`src/hw/rtl/owm_pkg.sv`:
```
// Types and constants shared by the single-wire bus master.
`timescale 1ns / 1ps

package owm_pkg;

   // Command codes carried in the func field
   localparam logic [1:0] FUNC_NONE  = 2'd0;
   localparam logic [1:0] FUNC_RESET = 2'd1;
   localparam logic [1:0] FUNC_WRITE = 2'd2;
   localparam logic [1:0] FUNC_READ  = 2'd3;

   // Register indexes on the csr port
   localparam logic [2:0] CSR_RESET_LOW     = 3'd0;
   localparam logic [2:0] CSR_PRESENCE_WAIT = 3'd1;
   localparam logic [2:0] CSR_RESET_TAIL    = 3'd2;
   localparam logic [2:0] CSR_SLOT_LOW      = 3'd3;
   localparam logic [2:0] CSR_READ_SAMPLE   = 3'd4;
   localparam logic [2:0] CSR_READ_TAIL     = 3'd5;
   localparam logic [2:0] CSR_WRITE_HOLD    = 3'd6;

   localparam int unsigned CSR_BITS = 10;

   // Register reset values
   localparam logic [CSR_BITS-1:0] RST_RESET_LOW     = 10'd500;
   localparam logic [CSR_BITS-1:0] RST_PRESENCE_WAIT = 10'd100;
   localparam logic [CSR_BITS-1:0] RST_RESET_TAIL    = 10'd500;
   localparam logic [CSR_BITS-1:0] RST_SLOT_LOW      = 10'd10;
   localparam logic [CSR_BITS-1:0] RST_READ_SAMPLE   = 10'd10;
   localparam logic [CSR_BITS-1:0] RST_READ_TAIL     = 10'd50;
   localparam logic [CSR_BITS-1:0] RST_WRITE_HOLD    = 10'd100;

   localparam logic [3:0] BYTE_BITS = 4'd8;

   typedef enum logic [3:0] {
      PH_IDLE,
      PH_RST_LOW,
      PH_RST_WAIT,
      PH_RST_TAIL,
      PH_RD_LOW,
      PH_RD_WAIT,
      PH_RD_TAIL,
      PH_WR_LOW,
      PH_WR_HOLD
   } phase_type;

   typedef struct packed {
      logic [CSR_BITS-1:0] reset_low_us;
      logic [CSR_BITS-1:0] presence_wait_us;
      logic [CSR_BITS-1:0] reset_tail_us;
      logic [CSR_BITS-1:0] slot_low_us;
      logic [CSR_BITS-1:0] read_sample_us;
      logic [CSR_BITS-1:0] read_tail_us;
      logic [CSR_BITS-1:0] write_hold_us;
   } cfg_type;

   typedef struct packed {
      logic [1:0] func;
      logic [7:0] tx_byte;
      logic       line_level;
   } req_word_type;

   typedef struct packed {
      logic       drive_low;
      logic       busy_res;
      logic       done_res;
      logic       presence;
      logic [7:0] rx_byte;
   } rsp_word_type;

endpackage

```
`src/hw/rtl/one_wire_master_unit.sv`:
```
// Top level of the single-wire bus master: tick register, sequencer, result register.
//
// Usage:
//   req channel: one word per microsecond tick (func, tx_byte, line_level).
//     func starts a reset, byte write or byte read when the master is idle;
//     it is ignored while busy. line_level is the sampled bus level.
//   rsp channel: one word per accepted tick (drive_low, busy_res, done_res,
//     presence, rx_byte), in order, reflecting state after that tick.
//   csr port: csr_wen/csr_index/csr_wdata write the seven timing registers;
//     write only while idle. Indexes above six are dropped.
// Path: an accepted tick is held in the tick register, then shows on rsp from
//   the result register (sequencer runs from the tick register straight into it).
// Throughput: one tick per cycle unless rsp stalls; the sequencer update is
//   a single pass of compare/decrement on the slot timer plus the phase decode.
// Stall: when rsp_ready is low the result register holds, the tick register
//   keeps one more word, and req_ready drops once both are full.
// Reset: synchronous; both registers empty, phase idle, line released,
//   timing registers return to their defaults.
`timescale 1ns / 1ps

module one_wire_master_unit #(
   parameter int unsigned TIMER_BITS = 10
) (
   input  logic                          clock,
   input  logic                          reset,
   input  logic                          req_valid,
   output logic                          req_ready,
   input  owm_pkg::req_word_type         req_word,
   output logic                          rsp_valid,
   input  logic                          rsp_ready,
   output owm_pkg::rsp_word_type         rsp_word,
   input  logic                          csr_wen,
   input  logic [2:0]                    csr_index,
   input  logic [owm_pkg::CSR_BITS-1:0]  csr_wdata
);
   import owm_pkg::*;

   cfg_type      cfg;
   req_word_type tick_ff, tick_in;
   logic         tick_valid_ff, tick_valid_in;
   rsp_word_type rsp_ff, rsp_in;
   logic         rsp_valid_ff, rsp_valid_in;
   rsp_word_type result;
   logic         out_free;
   logic         step;

   // result register can take a word this cycle
   assign out_free  = ~rsp_valid_ff | rsp_ready;
   assign step      = tick_valid_ff & out_free;
   assign req_ready = ~tick_valid_ff | out_free;

   owm_csr u_csr (
      .clock     (clock),
      .reset     (reset),
      .csr_wen   (csr_wen),
      .csr_index (csr_index),
      .csr_wdata (csr_wdata),
      .cfg       (cfg)
   );

   owm_ctrl #(
      .TIMER_BITS (TIMER_BITS)
   ) u_ctrl (
      .clock     (clock),
      .reset     (reset),
      .step      (step),
      .tick_word (tick_ff),
      .cfg       (cfg),
      .result    (result)
   );

   // tick register
   always_comb begin
      tick_in       = tick_ff;
      tick_valid_in = tick_valid_ff & ~step;
      if (req_valid && req_ready) begin
         tick_in       = req_word;
         tick_valid_in = 1'b1;
      end
   end

   // result register
   always_comb begin
      rsp_in       = rsp_ff;
      rsp_valid_in = rsp_valid_ff & ~rsp_ready;
      if (step) begin
         rsp_in       = result;
         rsp_valid_in = 1'b1;
      end
   end

   always_ff @(posedge clock) begin
      if (reset) begin
         tick_valid_ff <= 1'b0;
         rsp_valid_ff  <= 1'b0;
      end else begin
         tick_valid_ff <= tick_valid_in;
         rsp_valid_ff  <= rsp_valid_in;
      end
   end

   always_ff @(posedge clock) begin
      tick_ff <= tick_in;
      rsp_ff  <= rsp_in;
   end

   assign rsp_valid = rsp_valid_ff;
   assign rsp_word  = rsp_ff;

   // a finishing tick never reports busy
   a_done_not_busy: assert property (@(posedge clock) disable iff (reset)
      rsp_valid_ff |-> !(rsp_ff.done_res && rsp_ff.busy_res))
      else $error("done and busy reported together");

   // the line is released whenever the master is idle
   a_idle_released: assert property (@(posedge clock) disable iff (reset)
      rsp_valid_ff |-> (!rsp_ff.drive_low || rsp_ff.busy_res))
      else $error("line driven low while idle");

   // a held tick is not dropped while the result side stalls
   a_tick_kept: assert property (@(posedge clock) disable iff (reset)
      (tick_valid_ff && rsp_valid_ff && !rsp_ready) |=> tick_valid_ff)
      else $error("tick word lost during stall");

   // the sequencer only advances when a result is loaded
   a_step_loads: assert property (@(posedge clock) disable iff (reset)
      step |=> rsp_valid_ff)
      else $error("sequencer step without result word");

endmodule

```
`src/hw/rtl/owm_csr.sv`:
```
// Timing configuration registers of the single-wire bus master.
`timescale 1ns / 1ps

module owm_csr (
   input  logic                          clock,
   input  logic                          reset,
   input  logic                          csr_wen,
   input  logic [2:0]                    csr_index,
   input  logic [owm_pkg::CSR_BITS-1:0]  csr_wdata,
   output owm_pkg::cfg_type              cfg
);
   import owm_pkg::*;

   cfg_type cfg_ff;
   cfg_type cfg_in;

   always_comb begin
      cfg_in = cfg_ff;
      if (csr_wen) begin
         unique case (csr_index)
            CSR_RESET_LOW:     cfg_in.reset_low_us     = csr_wdata;
            CSR_PRESENCE_WAIT: cfg_in.presence_wait_us = csr_wdata;
            CSR_RESET_TAIL:    cfg_in.reset_tail_us    = csr_wdata;
            CSR_SLOT_LOW:      cfg_in.slot_low_us      = csr_wdata;
            CSR_READ_SAMPLE:   cfg_in.read_sample_us   = csr_wdata;
            CSR_READ_TAIL:     cfg_in.read_tail_us     = csr_wdata;
            CSR_WRITE_HOLD:    cfg_in.write_hold_us    = csr_wdata;
            default:           cfg_in = cfg_ff;  // unused index
         endcase
      end
   end

   always_ff @(posedge clock) begin
      if (reset) begin
         cfg_ff.reset_low_us     <= RST_RESET_LOW;
         cfg_ff.presence_wait_us <= RST_PRESENCE_WAIT;
         cfg_ff.reset_tail_us    <= RST_RESET_TAIL;
         cfg_ff.slot_low_us      <= RST_SLOT_LOW;
         cfg_ff.read_sample_us   <= RST_READ_SAMPLE;
         cfg_ff.read_tail_us     <= RST_READ_TAIL;
         cfg_ff.write_hold_us    <= RST_WRITE_HOLD;
      end else begin
         cfg_ff <= cfg_in;
      end
   end

   assign cfg = cfg_ff;

endmodule

```
`src/hw/rtl/owm_ctrl.sv`:
```
// Phase sequencer, slot timer and shift register of the bus master.
`timescale 1ns / 1ps

module owm_ctrl #(
   parameter int unsigned TIMER_BITS = 10
) (
   input  logic                   clock,
   input  logic                   reset,
   input  logic                   step,
   input  owm_pkg::req_word_type  tick_word,
   input  owm_pkg::cfg_type       cfg,
   output owm_pkg::rsp_word_type  result
);
   import owm_pkg::*;

   phase_type             phase_ff, phase_in;
   logic [TIMER_BITS-1:0] tick_timer_ff, tick_timer_in;
   logic [3:0]            bit_count_ff, bit_count_in;
   logic [7:0]            shift_ff, shift_in;
   logic                  presence_ff, presence_in;
   logic                  drive_ff, drive_in;
   logic [7:0]            rx_last_ff, rx_last_in;
   logic                  done;

   // durations masked to the timer width
   logic [TIMER_BITS-1:0] t_reset_low, t_presence_wait, t_reset_tail;
   logic [TIMER_BITS-1:0] t_slot_low, t_read_sample, t_read_tail, t_write_hold;
   logic [3:0]            bit_count_inc;

   assign t_reset_low     = TIMER_BITS'(cfg.reset_low_us);
   assign t_presence_wait = TIMER_BITS'(cfg.presence_wait_us);
   assign t_reset_tail    = TIMER_BITS'(cfg.reset_tail_us);
   assign t_slot_low      = TIMER_BITS'(cfg.slot_low_us);
   assign t_read_sample   = TIMER_BITS'(cfg.read_sample_us);
   assign t_read_tail     = TIMER_BITS'(cfg.read_tail_us);
   assign t_write_hold    = TIMER_BITS'(cfg.write_hold_us);
   assign bit_count_inc   = bit_count_ff + 4'd1;

   always_comb begin
      phase_in      = phase_ff;
      tick_timer_in = tick_timer_ff;
      bit_count_in  = bit_count_ff;
      shift_in      = shift_ff;
      presence_in   = presence_ff;
      drive_in      = drive_ff;
      rx_last_in    = rx_last_ff;
      done          = 1'b0;

      if (phase_ff == PH_IDLE) begin
         unique case (tick_word.func)
            FUNC_RESET: begin
               phase_in      = PH_RST_LOW;
               tick_timer_in = t_reset_low;
               drive_in      = 1'b1;
            end
            FUNC_WRITE: begin
               shift_in      = tick_word.tx_byte;
               bit_count_in  = 4'd0;
               phase_in      = PH_WR_LOW;
               tick_timer_in = t_slot_low;
               drive_in      = 1'b1;
            end
            FUNC_READ: begin
               shift_in      = 8'd0;
               bit_count_in  = 4'd0;
               phase_in      = PH_RD_LOW;
               tick_timer_in = t_slot_low;
               drive_in      = 1'b1;
            end
            default: ;  // no command
         endcase
      end else if (tick_timer_ff > TIMER_BITS'(1)) begin
         tick_timer_in = tick_timer_ff - TIMER_BITS'(1);
      end else begin
         unique case (phase_ff)
            PH_RST_LOW: begin
               phase_in      = PH_RST_WAIT;
               tick_timer_in = t_presence_wait;
               drive_in      = 1'b0;
            end
            PH_RST_WAIT: begin
               presence_in   = ~tick_word.line_level;
               phase_in      = PH_RST_TAIL;
               tick_timer_in = t_reset_tail;
               drive_in      = 1'b0;
            end
            PH_RD_LOW: begin
               phase_in      = PH_RD_WAIT;
               tick_timer_in = t_read_sample;
               drive_in      = 1'b0;
            end
            PH_RD_WAIT: begin
               shift_in      = {tick_word.line_level, shift_ff[7:1]};
               bit_count_in  = bit_count_inc;
               phase_in      = PH_RD_TAIL;
               tick_timer_in = t_read_tail;
               drive_in      = 1'b0;
            end
            PH_RD_TAIL: begin
               if (bit_count_ff >= BYTE_BITS) begin
                  rx_last_in    = shift_ff;
                  phase_in      = PH_IDLE;
                  tick_timer_in = '0;
                  done          = 1'b1;
               end else begin
                  phase_in      = PH_RD_LOW;
                  tick_timer_in = t_slot_low;
                  drive_in      = 1'b1;
               end
            end
            PH_WR_LOW: begin
               // release for a one, hold low for a zero
               phase_in      = PH_WR_HOLD;
               tick_timer_in = t_write_hold;
               drive_in      = ~shift_ff[0];
            end
            PH_WR_HOLD: begin
               shift_in     = {1'b0, shift_ff[7:1]};
               bit_count_in = bit_count_inc;
               if (bit_count_inc >= BYTE_BITS) begin
                  phase_in      = PH_IDLE;
                  tick_timer_in = '0;
                  drive_in      = 1'b0;
                  done          = 1'b1;
               end else begin
                  phase_in      = PH_WR_LOW;
                  tick_timer_in = t_slot_low;
                  drive_in      = 1'b1;
               end
            end
            default: begin  // reset tail and unused codes
               phase_in      = PH_IDLE;
               tick_timer_in = '0;
               drive_in      = 1'b0;
               done          = 1'b1;
            end
         endcase
      end
   end

   always_ff @(posedge clock) begin
      if (reset) begin
         phase_ff      <= PH_IDLE;
         tick_timer_ff <= '0;
         bit_count_ff  <= '0;
         shift_ff      <= '0;
         presence_ff   <= 1'b0;
         drive_ff      <= 1'b0;
         rx_last_ff    <= '0;
      end else if (step) begin
         phase_ff      <= phase_in;
         tick_timer_ff <= tick_timer_in;
         bit_count_ff  <= bit_count_in;
         shift_ff      <= shift_in;
         presence_ff   <= presence_in;
         drive_ff      <= drive_in;
         rx_last_ff    <= rx_last_in;
      end
   end

   // result reflects the state after this tick
   assign result.drive_low = drive_in;
   assign result.busy_res  = (phase_in != PH_IDLE);
   assign result.done_res  = done;
   assign result.presence  = presence_in;
   assign result.rx_byte   = rx_last_in;

endmodule
```
`config.mk`:
```
export PLATFORM = sky130hd
export DESIGN_NAME = one_wire_master_unit
export DESIGN_NICKNAME = d
export VERILOG_FILES = /design/src/hw/rtl/owm_pkg.sv /design/src/hw/rtl/one_wire_master_unit.sv /design/src/hw/rtl/owm_csr.sv /design/src/hw/rtl/owm_ctrl.sv
export SDC_FILE = /design/constraint.sdc
export NUM_CORES = 1
export LEC_CHECK = 0
export ABC_AREA = 1
export BUFFER_PORTS_ARGS = -buffer_cell sky130_fd_sc_hd__buf_2
export CAP_MARGIN = 20
export CORE_UTILIZATION = 60
export CTS_CLUSTER_DIAMETER = 120
export DETAILED_ROUTE_END_ITERATION = 16
export PLACE_DENSITY_LB_ADDON = 0.2
export SLEW_MARGIN = 30
export SYNTH_ARGS = -nofsm -noshare
export SYNTH_HDL_FRONTEND = slang
export SYNTH_SLANG_ARGS = --single-unit
```
`constraint.sdc`:
```
create_clock -name clock -period 2.3 [get_ports clock]
set_input_delay 0.345 -clock clock [delete_from_list [all_inputs] [get_ports clock]]
set_output_delay 0.345 -clock clock [all_outputs]
set_load 0.1 [all_outputs]
```
==> flow_summary.toml <==
[status]
status = "finished, final reports clean"

[synthesis]
postSynthAreaPerCell_um2 = 7.192
yosys_warnings = 0
netlist.area_leader.share = 0.3412
synthTopCellsByArea = "dfxtp_1, nand2_1, edfxtp_1"
yosys.area_share.simple = 0.2757
synth-main-ff-cell = "dfxtp_1"
synth_common_cells = "nand2_1, nor2_1, dfxtp_1"
ys_seq_elements = 131
yosysTopAreaCell = "dfxtp_1"
ys_seq_area_frac = 0.4502
syn_area_um2 = 6336
mappedNetlistNets = 917
yosys.cell_count.top_type = "nand2_1"
muxShareOfSynthArea = 0
async_flop_share = 0
syn_inst = 881
synth_fa_ha_area_frac = 0.01382
synth_top_family_by_area = "simple AND/OR/NAND/NOR gates"
synth_compound_gate_area_share = 0.1641
synth_cell_types = 41
synth_edf_count = 23
synthXorXnorAreaFrac = 0.005529

[die]
ios = 43
start_util = 0.6165
dieArea_um2 = 10970
core_um2 = 10280
die_width_um = 104.8
rows = 37
fp.dieH_um = 104.8

[critical_path]
crit_type = "register to register"
critPathMaxFanout = 10
crit_arrival_ps = 2380
crit_required_ps = 2600
end_kind = "register"
start_kind = "register"

[cts]
clkTransAtPathRegs_ps = 60
cts_made_buffers = 17
tritoncts = "yes"
clkLatencyLatePin_ps = 540
clk_path_buf_depth = 2
cts-htree-levels = 4
root_buffer = "clkbuf_8"
clkSinkCount = 131

[sta]
skew_ps = 5.709
period_needed_ps = 2077
hold_violations = 0
rsz0062_at_grt = "no"
setup_tns_ps = 0
layout_setup_ws_ps = 222.6
clock.fmax_mhz = 481.4
finalMaxSlewViolations = 0
slew_headroom = 0.6482
worstMarginPinSlew_ps = 527.2
fin_crit_sh = 0.9032
setup_viol = 0

[global_route]
grt_max_degree = 76
grt-ovfl-total = 0
grt_pass1_vias = 5699
track_usage = 0.3294
grt_antenna_before_repair = 0
grt_pass1_wl_mm = 28.21

[placement]
place_congestion = 0.8868
preCtsSetupSlack_ps = 283.3
io_buffer_count = 42
hpwl_mm = 11.80
postPlaceCellArea_um2 = 6725

[hold_path]
hp-class = "input port to register"

[route]
ant_nets = 0
drt_iter0_markers = 546
viasPerCell = 5.618
finalWirelength_mm = 17.11
drcViolationCount = 0
dr.pass1.iters = 6
wl_per_cell_um = 15.74
vias = 6107

[finish]
fin_nets = 975
area_delta_synth_final_pct = 17.14
stdcell_area_um2 = 7422
diodes = 0
drive_above_1_share = 0.1293

[pwr]
leakage_nw = 3.336
power_density_nw_per_um2 = 842.0
ir_drop_mv = 0.5934

[job]
maxCapViolations = 0
-- layer usage --
| layer | wire (µm) | GRT usage | vias up |
|---|---|---|---|
| li1 | - | - | 2978 |
| met2 | 7672 | 0.4915 | 270 |
| met5 | 0 | 0 | - |
| met1 | 7769 | 0.4674 | 2824 |
| met3 | 1319 | 0.06176 | 35 |
| met4 | 344 | 0.1388 | 0 |
-- final cells by class --
| type | instances | area (µm²) |
|---|---|---|
| inverters | 109 | 421.7 |
| clock inverters | 2 | 35.03 |
| flip-flops and latches | 131 | 2854 |
| repair buffers | 72 | 475.5 |
| fillers | 842 | 2855 |
| clock buffers | 29 | 551.8 |
| well taps | 136 | 170.2 |
| multi-input cells | 608 | 2914 |
-- through the flow --
step                      instances    util  total power [mW]  hold slack, ps
after CTS                      1087  0.7222             6.238           101.3
after global routing           1087  0.7222             6.473           133.3
after detailed placement       1045  0.6544             3.591           444.3
after global placement         1045  0.6544             3.561           437.2
after floorplan                 881       -             3.326           423.7
final                          1087  0.7222             6.250           113.4
-- sequential cells by signal (all words and copies together) (netlist names) --
name / count
u_csr.cfg: 70
tick_valid_ff: 1
u_ctrl.presence_ff: 1
u_ctrl.phase_ff: 4
tick_ff: 11
u_ctrl.tick_timer_ff: 10
rsp_valid: 1
u_ctrl.shift_ff: 8
u_ctrl.bit_count_ff: 4
u_ctrl.drive_ff: 1
u_ctrl.rx_last_ff: 8
rsp_word: 12
-- placed cells by master, fill, tap and decap left out, types with 23 or more instances in the layout --
master and count:
nand3_1 62, dfxtp_1 107, buf_2 42, a21oi_1 49
edfxtp_1 23, inv_1 96, nor2_1 123, o21ai_0 107
nand2_1 188
-- timing repair --
action                    4_1_cts  5_1_grt
hold endpoints to repair       11        0
gates resized for setup         0        0
hold buffers                   11        0
buffers inserted                0        0
-- worst max-delay path, cell delays in order (launching register included) --
cell     delay [ps]
dfxtp_1         380
inv_1            80
ha_1            230
o21ai_0         340
nor2_4          130
inv_1           240
nor2_4          100
o21ai_2          80
nand3_1          80
nor2_1          110
nand2_1          60
-- path summary, 6_finish.rpt --
| kind | from | endpoint | slack, ps | cells after the start |
|---|---|---|---|---|
| worst max-delay path | u_ctrl.tick_timer_ff[0]$_SDFFE_PP0P_ | rsp_word[10]$_DFFE_PP_ | 220 | 10 |
| worst min-delay path | req_valid | tick_valid_ff$_SDFF_PP0_ | 110 | 3 |
| worst max register to register | u_ctrl.tick_timer_ff[0]$_SDFFE_PP0P_ | rsp_word[10]$_DFFE_PP_ | 220 | 10 |
| worst min register to register | u_csr.cfg[50]$_SDFFE_PP0P_ | u_csr.cfg[50]$_SDFFE_PP0P_ | 460 | 2 |
-- power by group --
part / total [mW] / leakage [nW] / internal, mW / switching, mW
Combinational: 1.04 / 1.94 / 0.296 / 0.740
Sequential: 2.55 / 1.10 / 2.47 / 0.0836
Clock: 2.66 / 0.289 / 1.70 / 0.959
-- cells by family (layout without fill, tap and decap cells) --
logic type,count (synthesis),count (layout)
adder cells (fa/ha/maj),7,7
AND/OR/NAND/NOR,405,405
flip-flops,131,131
AO/OA/AOI/OAI,192,192
buffers and inverters,142,212
XOR/XNOR,4,4
No activity file was read; power rests on OpenSTA's default activity.
